==> src/rtl/core/erff_pkg.sv <==
// Shared types and constants for the Ethernet receive frame filter.
`timescale 1ns / 1ps
package erff_pkg;

	localparam int unsigned LEN_W     = 16;
	localparam int unsigned MAC_W     = 48;
	localparam int unsigned TYPE_W    = 16;
	localparam int unsigned CNT_W     = 64;
	localparam int unsigned IN_DATA_W = LEN_W + MAC_W + TYPE_W;
	localparam int unsigned OUT_DATA_W = 6 * CNT_W;

	// minimum frame length: the Ethernet header
	localparam int unsigned HEADER_BYTES = 14;

	localparam logic [MAC_W-1:0] MAC_BROADCAST = {MAC_W{1'b1}};
	// group bit: LSB of the first octet
	localparam int unsigned MAC_GROUP_BIT = MAC_W - 8;

	localparam logic [TYPE_W-1:0] TYPE_IPV4 = 16'h0800;
	localparam logic [TYPE_W-1:0] TYPE_ARP  = 16'h0806;
	localparam logic [TYPE_W-1:0] TYPE_IPV6 = 16'h86DD;
	localparam logic [TYPE_W-1:0] TYPE_VLAN = 16'h8100;

	typedef enum logic [2:0] {
		VERDICT_IPV4     = 3'd0,
		VERDICT_ARP      = 3'd1,
		VERDICT_SHORT    = 3'd2,
		VERDICT_NOT_OURS = 3'd3,
		VERDICT_IPV6     = 3'd4,
		VERDICT_VLAN     = 3'd5,
		VERDICT_UNKNOWN  = 3'd6
	} verdict_t;

	typedef struct packed {
		verdict_t verdict;
		logic     bcast;
		logic     mcast;
		logic     err;
		logic     drop;
	} class_t;

endpackage

==> src/rtl/core/ethernet_rx_frame_filter.sv <==
// Ethernet receive frame filter: top level with input stage, counters and output stage.
`timescale 1ns / 1ps
// Takes one frame summary per transfer on s_* and returns one verdict plus the six
// statistics counters (after this frame) on m_*. Stage 1 registers the summary, the output
// register verdict and counters; a new summary is accepted every cycle, limited only by
// m_tready. Frames shorter than the HEADER_LEN-byte header (14 by default) are errors
// and drops; frames not broadcast, multicast or addressed to own_mac are dropped;
// IPv4 and ARP are delivered, other EtherTypes dropped. Counters are 64 bits and wrap.
// own_mac is written through cfg_* and should only be changed while no frame is in flight.
module ethernet_rx_frame_filter
	import erff_pkg::*;
#(
	parameter int unsigned HEADER_LEN = HEADER_BYTES
) (
	input  logic                  clk,
	input  logic                  arst_n,
	// configuration: own_mac
	input  logic                  cfg_valid,
	output logic                  cfg_ready,
	input  logic [MAC_W-1:0]      cfg_data,
	// input: frame_length[15:0], dst_addr[63:16], ethertype[79:64]
	input  logic                  s_tvalid,
	output logic                  s_tready,
	input  logic [IN_DATA_W-1:0]  s_tdata,
	// output: total_packets[63:0], total_bytes[127:64], total_errors[191:128],
	// total_drops[255:192], total_multicast[319:256], total_broadcast[383:320]
	output logic                  m_tvalid,
	input  logic                  m_tready,
	output logic [OUT_DATA_W-1:0] m_tdata,
	// output: verdict[2:0], seen_broadcast[3], seen_multicast[4]
	output logic [4:0]            m_tuser
);

	logic [MAC_W-1:0]  own_mac_q;

	logic              valid_s1;
	logic [LEN_W-1:0]  len_s1;
	logic [MAC_W-1:0]  dest_s1;
	logic [TYPE_W-1:0] type_s1;

	logic              valid_s2;
	class_t            cls_s2;

	logic [CNT_W-1:0]  packets_q, bytes_q, errors_q, drops_q, mcast_q, bcast_q;

	class_t            cls;
	logic              advance;

	assign cfg_ready = 1'b1;

	always_ff @(posedge clk or negedge arst_n) begin
		if (!arst_n) begin
			own_mac_q <= '0;
		end else if (cfg_valid && cfg_ready) begin
			own_mac_q <= cfg_data;
		end
	end

	// stage 1 moves into the output register when it is empty or being drained
	assign advance  = valid_s1 && (!valid_s2 || m_tready);
	assign s_tready = !valid_s1 || advance;

	always_ff @(posedge clk or negedge arst_n) begin
		if (!arst_n) begin
			valid_s1 <= 1'b0;
		end else if (s_tready) begin
			valid_s1 <= s_tvalid;
		end
	end

	always_ff @(posedge clk) begin
		if (s_tvalid && s_tready) begin
			len_s1  <= s_tdata[LEN_W-1:0];
			dest_s1 <= s_tdata[LEN_W +: MAC_W];
			type_s1 <= s_tdata[LEN_W+MAC_W +: TYPE_W];
		end
	end

	erff_classify #(
		.HEADER_LEN (HEADER_LEN)
	) u_classify (
		.frame_length (len_s1),
		.dst_addr     (dest_s1),
		.ethertype    (type_s1),
		.own_mac      (own_mac_q),
		.cls          (cls)
	);

	always_ff @(posedge clk or negedge arst_n) begin
		if (!arst_n) begin
			valid_s2  <= 1'b0;
			packets_q <= '0;
			bytes_q   <= '0;
			errors_q  <= '0;
			drops_q   <= '0;
			mcast_q   <= '0;
			bcast_q   <= '0;
		end else begin
			if (advance) begin
				valid_s2  <= 1'b1;
				packets_q <= packets_q + CNT_W'(1);
				bytes_q   <= bytes_q + CNT_W'(len_s1);
				errors_q  <= errors_q + CNT_W'(cls.err);
				drops_q   <= drops_q + CNT_W'(cls.drop);
				mcast_q   <= mcast_q + CNT_W'(cls.mcast);
				bcast_q   <= bcast_q + CNT_W'(cls.bcast);
			end else if (m_tready) begin
				valid_s2 <= 1'b0;
			end
		end
	end

	always_ff @(posedge clk) begin
		if (advance) begin
			cls_s2 <= cls;
		end
	end

	// counters hold until the next transfer, so they double as the output payload
	assign m_tvalid = valid_s2;
	assign m_tdata  = {bcast_q, mcast_q, drops_q, errors_q, bytes_q, packets_q};
	assign m_tuser  = {cls_s2.mcast, cls_s2.bcast, cls_s2.verdict};

endmodule

==> src/rtl/core/erff_classify.sv <==
// Frame classifier: length check, address filter and EtherType decode.
`timescale 1ns / 1ps
module erff_classify
	import erff_pkg::*;
#(
	parameter int unsigned HEADER_LEN = HEADER_BYTES
) (
	input  logic [LEN_W-1:0]  frame_length,
	input  logic [MAC_W-1:0]  dst_addr,
	input  logic [TYPE_W-1:0] ethertype,
	input  logic [MAC_W-1:0]  own_mac,
	output class_t            cls
);

	logic     short_frame;
	logic     is_bcast;
	logic     is_group;
	verdict_t type_verdict;

	assign short_frame = frame_length < LEN_W'(HEADER_LEN);
	assign is_bcast    = dst_addr == MAC_BROADCAST;
	assign is_group    = dst_addr[MAC_GROUP_BIT];

	always_comb begin
		case (ethertype)
			TYPE_IPV4: type_verdict = VERDICT_IPV4;
			TYPE_ARP:  type_verdict = VERDICT_ARP;
			TYPE_IPV6: type_verdict = VERDICT_IPV6;
			TYPE_VLAN: type_verdict = VERDICT_VLAN;
			default:   type_verdict = VERDICT_UNKNOWN;
		endcase
	end

	always_comb begin
		cls = '0;
		if (short_frame) begin
			// destination not examined on a runt
			cls.verdict = VERDICT_SHORT;
			cls.err     = 1'b1;
			cls.drop    = 1'b1;
		end else begin
			cls.bcast = is_bcast;
			cls.mcast = !is_bcast && is_group;
			if (!is_group && dst_addr != own_mac) begin
				cls.verdict = VERDICT_NOT_OURS;
				cls.drop    = 1'b1;
			end else begin
				cls.verdict = type_verdict;
				cls.drop    = !(type_verdict == VERDICT_IPV4 || type_verdict == VERDICT_ARP);
			end
		end
	end

endmodule

==> config.mk <==
export PLATFORM = sky130hd
export DESIGN_NAME = ethernet_rx_frame_filter
export DESIGN_NICKNAME = d
export VERILOG_FILES = /design/src/rtl/core/erff_pkg.sv /design/src/rtl/core/ethernet_rx_frame_filter.sv /design/src/rtl/core/erff_classify.sv
export SDC_FILE = /design/constraint.sdc
export NUM_CORES = 1
export LEC_CHECK = 0
export BUFFER_PORTS_ARGS = -buffer_cell sky130_fd_sc_hd__buf_2
export CORE_MARGIN = 10
export CORE_UTILIZATION = 50
export CTS_BUF_LIST = sky130_fd_sc_hd__clkbuf_8 sky130_fd_sc_hd__clkbuf_16
export DETAILED_ROUTE_END_ITERATION = 8
export GPL_TIMING_DRIVEN = 0
export MAX_ROUTING_LAYER = met4
export PLACE_DENSITY = 0.75
export SETUP_SLACK_MARGIN = 0.3
export SLEW_MARGIN = 0
export SYNTH_ARGS = -nofsm -noshare
export SYNTH_HDL_FRONTEND = slang
export SYNTH_SLANG_ARGS = --single-unit
==> constraint.sdc <==
create_clock -name clk -period 3.5 [get_ports clk]
set_input_delay 0.175 -clock clk [delete_from_list [all_inputs] [get_ports clk]]
set_output_delay 0.175 -clock clk [all_outputs]
set_load 0.05 [all_outputs]
==> results of run 1 <==
==> state kept, by name, indices dropped and copies added, names as in the netlist <==
name,count
bcast_q,64
m_tuser,5
type_s1,16
bytes_q,64
valid_s1,1
own_mac_q,48
mcast_q,64
m_tvalid,1
errors_q,64
len_s1,16
packets_q,64
drops_q,64
dest_s1,48
==> cells in the mapped netlist (all sizes together), types with 2 or more instances <==
master	instances
or2	5
mux2	48
xor2	91
or4	2
clkbuf	18
and2	26
edfxtp	85
a21oi	19
nor2b	4
ha	25
inv	34
nand4	112
nand2b	7
nor3b	3
nor2	106
o21ai	25
o22a	2
and3	71
o21a	3
and4	33
nand4b	2
nor4	32
a31oi	3
o31ai	2
buf	10
nand2	214
a21o	5
or3	6
xnor2	329
dfrtp	434
nand3	149
o21bai	2
o211ai	3
nor3	44
==> routing by layer <==
metal  share of wire  wire length (µm)  global-route usage  up-vias
met5               0                 0                   -        -
met4           0.051              4010               0.119        0
met3           0.086              6680              0.0684      265
met2            0.49             38000               0.446     1007
met1            0.37             29200               0.317     9413
li1                -                 -                   -     8347
==> worst max-delay path: stages (launching register included) <==
cell      delay [ps]
edfxtp_1         440
xnor2_1          300
nand4_1          270
nor4_4           420
a31oi_4          190
nor2_4           170
nand2_2          100
ha_4             200
ha_2             180
nand4_1          200
nor2_4           110
buf_6            150
and3_2           210
nand4_1          110
xnor2_1          120
==> cell families (layout without fill, tap and decap cells) <==
| logic type | count (synthesis) | count (layout) | synth area share |
|---|---|---|---|
| flip-flops | 519 | 519 | 0.581 |
| AND/OR/NAND/NOR | 822 | 822 | 0.193 |
| adder cells (fa/ha/maj) | 26 | 26 | 0.0144 |
| buffers and inverters | 62 | 838 | 0.0106 |
| multiplexers | 48 | 48 | 0.0234 |
| other | 1 | 3 | 0.000162 |
| AO/OA/AOI/OAI | 70 | 70 | 0.0185 |
| XOR/XNOR | 420 | 420 | 0.159 |
==> cell type report <==
cell class	count	area [µm²]	share of cell area
Buffer	28	128	0.00422
Timing Repair Buffer	678	4200	0.139
Sequential cell	519	13400	0.443
Clock inverter	31	313	0.0103
Antenna cell	2	5.00	0.000165
Multi-Input combinational cell	1387	9780	0.323
Tap cell	600	751	0.0248
Inverter	34	128	0.00422
Clock buffer	67	1530	0.0506
==> per-stage QoR <==
| step | worst slack [ps] | hold WS, ps |
|---|---|---|
| floorplan | 720 | -121 |
| global placement | -6360 | 351 |
| detailed placement | -507 | 295 |
| CTS | 287 | 138 |
| global route | 151 | 196 |
| finish | 228 | 163 |
==> timing repair <==
item	4_1_cts	5_1_grt
setup endpoints to repair	121	131
gates resized for setup	24	58
endpoints found under the hold margin	231	0
hold buffers	131	0
pin swaps	4	25
setup buffers	10	11
==> how the worst max path moves through the flow <==
| stage | to | slack (ps) | cells after the start |
|---|---|---|---|
| finish | drops_q[34] | 230 | 14 |
| global route | drops_q[31] | 150 | 14 |
| CTS | drops_q[40] | 290 | 13 |
| detailed placement | drops_q[40] | -510 | 13 |
| global placement | drops_q[39] | -6360 | 1 |
| floorplan | drops_q[47] | 720 | 13 |
==> power by group through the flow <==
stage / Clock (µW) / Combinational, µW / Sequential (µW)
floorplan: 0 / 1110 / 7550
global placement: 0 / 2580 / 6930
detailed placement: 0 / 2640 / 6940
CTS: 6000 / 2780 / 6830
global route: 6330 / 3120 / 6910
finish: 6010 / 2950 / 6890
==> cell usage in the layout, fill, tap and decap left out, types with 46 or more instances in the layout <==
master	netlist	layout
clkbuf_16	0	54
nand2_1	212	208
mux2_2	48	48
and3_1	70	69
xor2_1	91	91
buf_2	3	524
dlygate4sd3_1	0	131
xnor2_1	329	321
inv_1	34	46
edfxtp_1	85	85
nand4_1	109	109
dfrtp_1	434	434
nand3_1	145	143
nor2_1	99	90
==> summary.md, run 1 <==
| Metric | Value |
|---|---|
| Status | finished, final reports clean |
| Critical Path RT | 4020 ps |
| Placed inst area | 26,600 µm² |
| Flops & latches, synth | about 520 |
| Main flop type after synthesis | dfrtp_1 |
| Synth area leader | dfrtp_1 |
| Slew headroom | 0.396 |
| Yosys top cell area share | 0.470 |
| Min-delay src | cfg_valid |
| Tightest Hold Check Type | in2reg |
| Distinct cells, synth | 69 |
| Synth top area cells | dfrtp_1, xnor2_1, edfxtp_1 |
| Sequential share of the synthesized area | 0.581 |
| R2R setup slack | 230 ps |
| CTS tree | yes |
| Core box area | 45,500 µm² |
| P_int | around 11,000 µW |
| Vias in the first global route | 19,548 |
| Layout fillers | 3,298 |
| CTS HTree Levels | 2 |
| Die width | 235 µm |
| Worst path arrival time | 3800 ps |
| Worst Path Class, Setup | reg2reg |
| DR WL/cell | around 23 µm |
| Synthesized area per cell | 11.7 µm² |
| First-pass GRT wire length | 117,000 µm |
| Pwr Total | 15,900 µW |
| Initial Util | 0.508 |
| Post-route insts no fill | around 3,300 |
| DRT Pass-1 Iters | 6 |
| CP endpoint kind | register |
| Sequential group share of total power | 0.435 |
| Period minus WS final | 3270 ps |
| MaxCap Viol Count | 0 |
| All-Layer GR Usage | 0.274 |
| Unrepaired setup endpoints after global routing | yes |
| # setup viols final | 0 |
| Switch Pwr | around 4900 µW |
| I/O pin count | 525 |
| GP Congestion | 0.921 |
| Synth Net Count | approximately 2,100 |
| R2R Path Start | dest_s1[27] |
| Sw frac | 0.312 |
| Slew @ Worst Pin | 907 ps |
| Vias | between 15,000 and 20,000 |
| CP Max Fanout | 6 |
| Clk slew on worst S/H paths | 80 ps |
| Initial DRC count | around 1,800 |
| CTS buffer count | 53 |
| Post-route ant nets | 0 |
| Startpoint types | register |
| Share of layout cells above drive strength 1 | 0.282 |
| WHS Endpoint | own_mac_q[18] |
| Yosys warning count | 0 |
| FF-to-FF End | drops_q[34] |
| Inst Count DP | 3,094 |
| Root Buffer | clkbuf_16 |
| Nets | 2,860 |
| Pwr/cell area | 524 nW/µm² |
| Post-route cell area | about 30,000 µm² |
| Area growth, synth to finish | 31.0% |
| Final Skew | 46.6 ps |
| DRC viols | 0 |
| DP HPWL | 52,200 µm |
| Hold Path Depth | 2 |
| Final hold violation count | 0 |
| Area of the die | 55,200 µm² |
| Mapped Area | 23,100 µm² |
| Critical Path Start | dest_s1[27] |
| Slew Viols, Final | 0 |
| Grt total ovfl | 0 |
| Synth async-reset ratio | 0.836 |
| Pin count of the biggest net entering global routing | 117 |
| Initial antenna violation count | 1 |
| Final WL | 77,900 µm |
| Worst vdd ir | 0.620 mV |
| Standard-cell rows | 78 |
| Die Height | 235 µm |
| Clock Path Buffers | 3 |
| Clock share of power | 0.379 |
| Post-Synthesis Cells | 1,968 |
| Combinational group share of total power | 0.186 |
| Average vias per placed instance | roughly 5.7 |
| Clk Latency, worst-skew pair | 640 ps |
| Reg2reg path depth | 14 |
| Number of buffers added on ports | 522 |
| # clock sinks | 519 |
| Fmax | 0.306 GHz |
| Leak Pwr | roughly 0.014 µW |
| Final worst path period share | 0.935 |
| TNS Setup | 0 ps |
| Final core occ | 0.665 |
| Number of synthesized flops with an enable pin | 85 |
Note: power is estimated with default switching activity, not from simulation.
==> run 2: changes to the inputs <==
CORE_UTILIZATION = 35   (was 50)
PLACE_DENSITY = not set   (was 0.75)
clock period = 2.9 ns   (was 3.5 ns; I/O delays follow)
==> run 2 against run 1 <==
Compared with the run above: the flow now finishes with violations (setup timing); combinational power up 26%; final area rose by 10%; first-iteration DRC count shrank 48%; core utilization is 16 points lower; critical path type unchanged; largest power group unchanged.
==> summary.md, run 2 (synthesis gave the netlist of run 1 again) <==
| Metric | Value |
|---|---|
| Core box area | 65,600 µm² (+44%) |
| PnR worst setup slack | -59.4 ps (-288 ps) |
| Final WL | 76,700 µm (-1.5%) |
| Worst hold slack | 12.2 ps (-151 ps) |
| Failing checks | setup timing |
| Unrepaired setup endpoints after global routing | yes |
| Crit-path max cell delay | 500 ps (+60 ps) |
| Post-route insts no fill | 3,711 (+11%) |
| Leading cell type in the layout, fill and taps excluded | buf_2 |
| Pin count of the biggest net entering global routing | 114 (-2.6%) |
| Pwr/cell area | 579 nW/µm² (+10%) |
| Initial DRC count | 961 (-48%) |
| Critical-path cell list | nand4_1 > nor4_1 > nand3_2 > nor2_4 > ha_4 > ha_4 > and4_4 > and3_4 > buf_8 > and2_4 > nor2b_4 > nand2_2 > xnor2_2 |
| Most frequent cells in the layout | buf_2, dfrtp_1, xnor2_1 |
| Area of the die | 76,600 µm² (+39%) |
| Vias in the first global route | 19,305 (-1.2%) |
| Nets | 2,955 (+3.3%) |
| Pwr Total | 19,300 µW (+22%) |
| Die Height | 277 µm (+18%) |
| Top Family by Delay on Critical Path | simple AND/OR/NAND/NOR gates |
| Final core occ | 0.509 (-0.156) |
| Share of layout cells above drive strength 1 | 0.398 (+0.116) |
| Number of buffers added on ports | 522 (unchanged) |
| Grt total ovfl | 0 (unchanged) |
| Status | finished with violations |
| I/O pin count | 525 (unchanged) |
| WP buf/inv | 1 (unchanged) |
| Post-route ant nets | 0 (unchanged) |
| GP Congestion | 0.897 (-2.6%) |
| DRT Pass-1 Iters | 5 (-1) |
| Crit-path most repeated cell | ha_4 |
| Die width | 277 µm (+18%) |
| Root Buffer | clkbuf_16 |
| Area growth, synth to finish | 44.6% |
| DRC viols | 0 (unchanged) |
| Worst Path Class, Setup | reg2reg |
| CP endpoint kind | register |
| Final worst path period share | 1.02 (+0.0857) |
| Combinational group share of total power | 0.193 (+0.007) |
| Initial Util | 0.352 (-0.156) |
| Switch Pwr | 5950 µW (+20%) |
| Final Skew | 24.9 ps (-21.8 ps) |
| Tightest Hold Check Type | in2reg |
| MaxCap Viol Count | 0 (unchanged) |
| Standard-cell rows | 94 (+21%) |
| Slew Viols, Final | 0 (unchanged) |
| Placed inst area | 26,900 µm² (+1.3%) |
| Worst vdd ir | 0.442 mV (-29%) |
| P_int | 13,400 µW (+23%) |
| Period minus WS final | 2960 ps (-312 ps) |
| Clock Path Buffers | 3 (unchanged) |
| DP HPWL | 54,600 µm (+4.6%) |
| Critical-path top delay cell | edfxtp_1 |
| Average vias per placed instance | 4.99 (-12%) |
| Clock share of power | 0.379 (about the same) |
| Worst path arrival time | 3440 ps (-360 ps) |
| Clk Latency, worst-skew pair | 610 ps (-30 ps) |
| All-Layer GR Usage | 0.197 (-0.0762) |
| Clk slew on worst S/H paths | 60 ps (-20 ps) |
| # clock sinks | 519 (unchanged) |
| Slew @ Worst Pin | 1150 ps (+248 ps) |
| Slew headroom | 0.230 (-0.165) |
| CTS tree | yes |
| CTS buffer count | 58 (+9.4%) |
| Leak Pwr | 0.0160 µW (+10%) |
| CP Max Fanout | 4 (-2) |
| First-pass GRT wire length | 118,000 µm (+0.80%) |
| Startpoint types | register |
| Post-route cell area | 33,400 µm² (+10%) |
| Inst Count DP | 3,357 (+8.5%) |
| Critical Path RT | 3380 ps (-640 ps) |
| Vias | 18,501 (-2.8%) |
| Sw frac | 0.308 (-0.00412) |
| Sequential group share of total power | 0.429 (-0.006) |
| CTS HTree Levels | 2 (unchanged) |
| # setup viols final | 9 (+9) |
| Fmax | 0.338 GHz (+11%) |
| Initial antenna violation count | 0 (-1) |
| Final hold violation count | 0 (unchanged) |
| DR WL/cell | 20.7 µm (-11%) |
==> run 2: area by class of cell <==
class,instances,area [µm²]
clock inverters,40,269
multi-input cells,1389,11500
fillers,5624,32200
well taps,864,1080
repair buffers,766,5150
clock buffers,70,1650
inverters,34,131
diodes,1,2.50
flip-flops and latches,519,13400
plain buffers,28,198
==> run 2: worst reg2reg max path: cells and delay by family (launching register included) <==
family                     cells  cell delay (ps)
and+or+nand+nor                9             1760
xor gates and xnor gates       1              150
buffers and inverters          1              100
DFF                            1              500
adders and majority gates      2              330
==> run 2: timing repair <==
item                                   4_1_cts  5_1_grt
setup buffers                               69       41
resized for setup                          252      257
pin swaps                                  117      153
hold buffers                               131        0
cloned                                       1        1
endpoints found under the hold margin      236        0
setup endpoints to repair                  318      287
==> run 2: path summary, 6_finish.rpt <==
check | end | from | slack [ps] | cells past startpoint
setup / recovery | bcast_q[60] | dest_s1[40] | -60 | 13
hold / removal | m_tvalid | m_tready | 10 | 3
setup reg to reg | bcast_q[60] | dest_s1[40] | -60 | 13
hold reg to reg | bytes_q[63] | bytes_q[63] | 470 | 1
max in group asynchronous | packets_q[40] | arst_n | 1090 | 4
min in group asynchronous | bytes_q[8] | arst_n | 230 | 2
==> run 2: layer usage <==
| metal | up-vias | wire length [µm] | track usage | part of all wire |
|---|---|---|---|---|
| met4 | 0 | 2230 | 0.0560 | 0.029 |
| met3 | 121 | 5210 | 0.0523 | 0.068 |
| li1 | 8549 | - | - | - |
| met1 | 9265 | 30500 | 0.230 | 0.40 |
| met2 | 566 | 38800 | 0.331 | 0.51 |
| met5 | - | 0 | - | 0 |
==> run 2: through the flow <==
stage	TNS (ps)	worst slack, ps
after floorplan	0	248
after global placement	-3209630	-7990
after detailed placement	-98490	-892
after CTS	-2080	-128
after global routing	-7970	-199
final	-356	-59.4
==> run 2: power groups by stage <==
stage / clock (µW) / combinational [µW] / sequential (µW)
after floorplan: 0 / 1350 / 9120
after global placement: 0 / 3250 / 8370
after detailed placement: 0 / 3270 / 8390
after CTS: 7500 / 3600 / 8270
after global routing: 7820 / 4050 / 8330
final: 7320 / 3730 / 8280
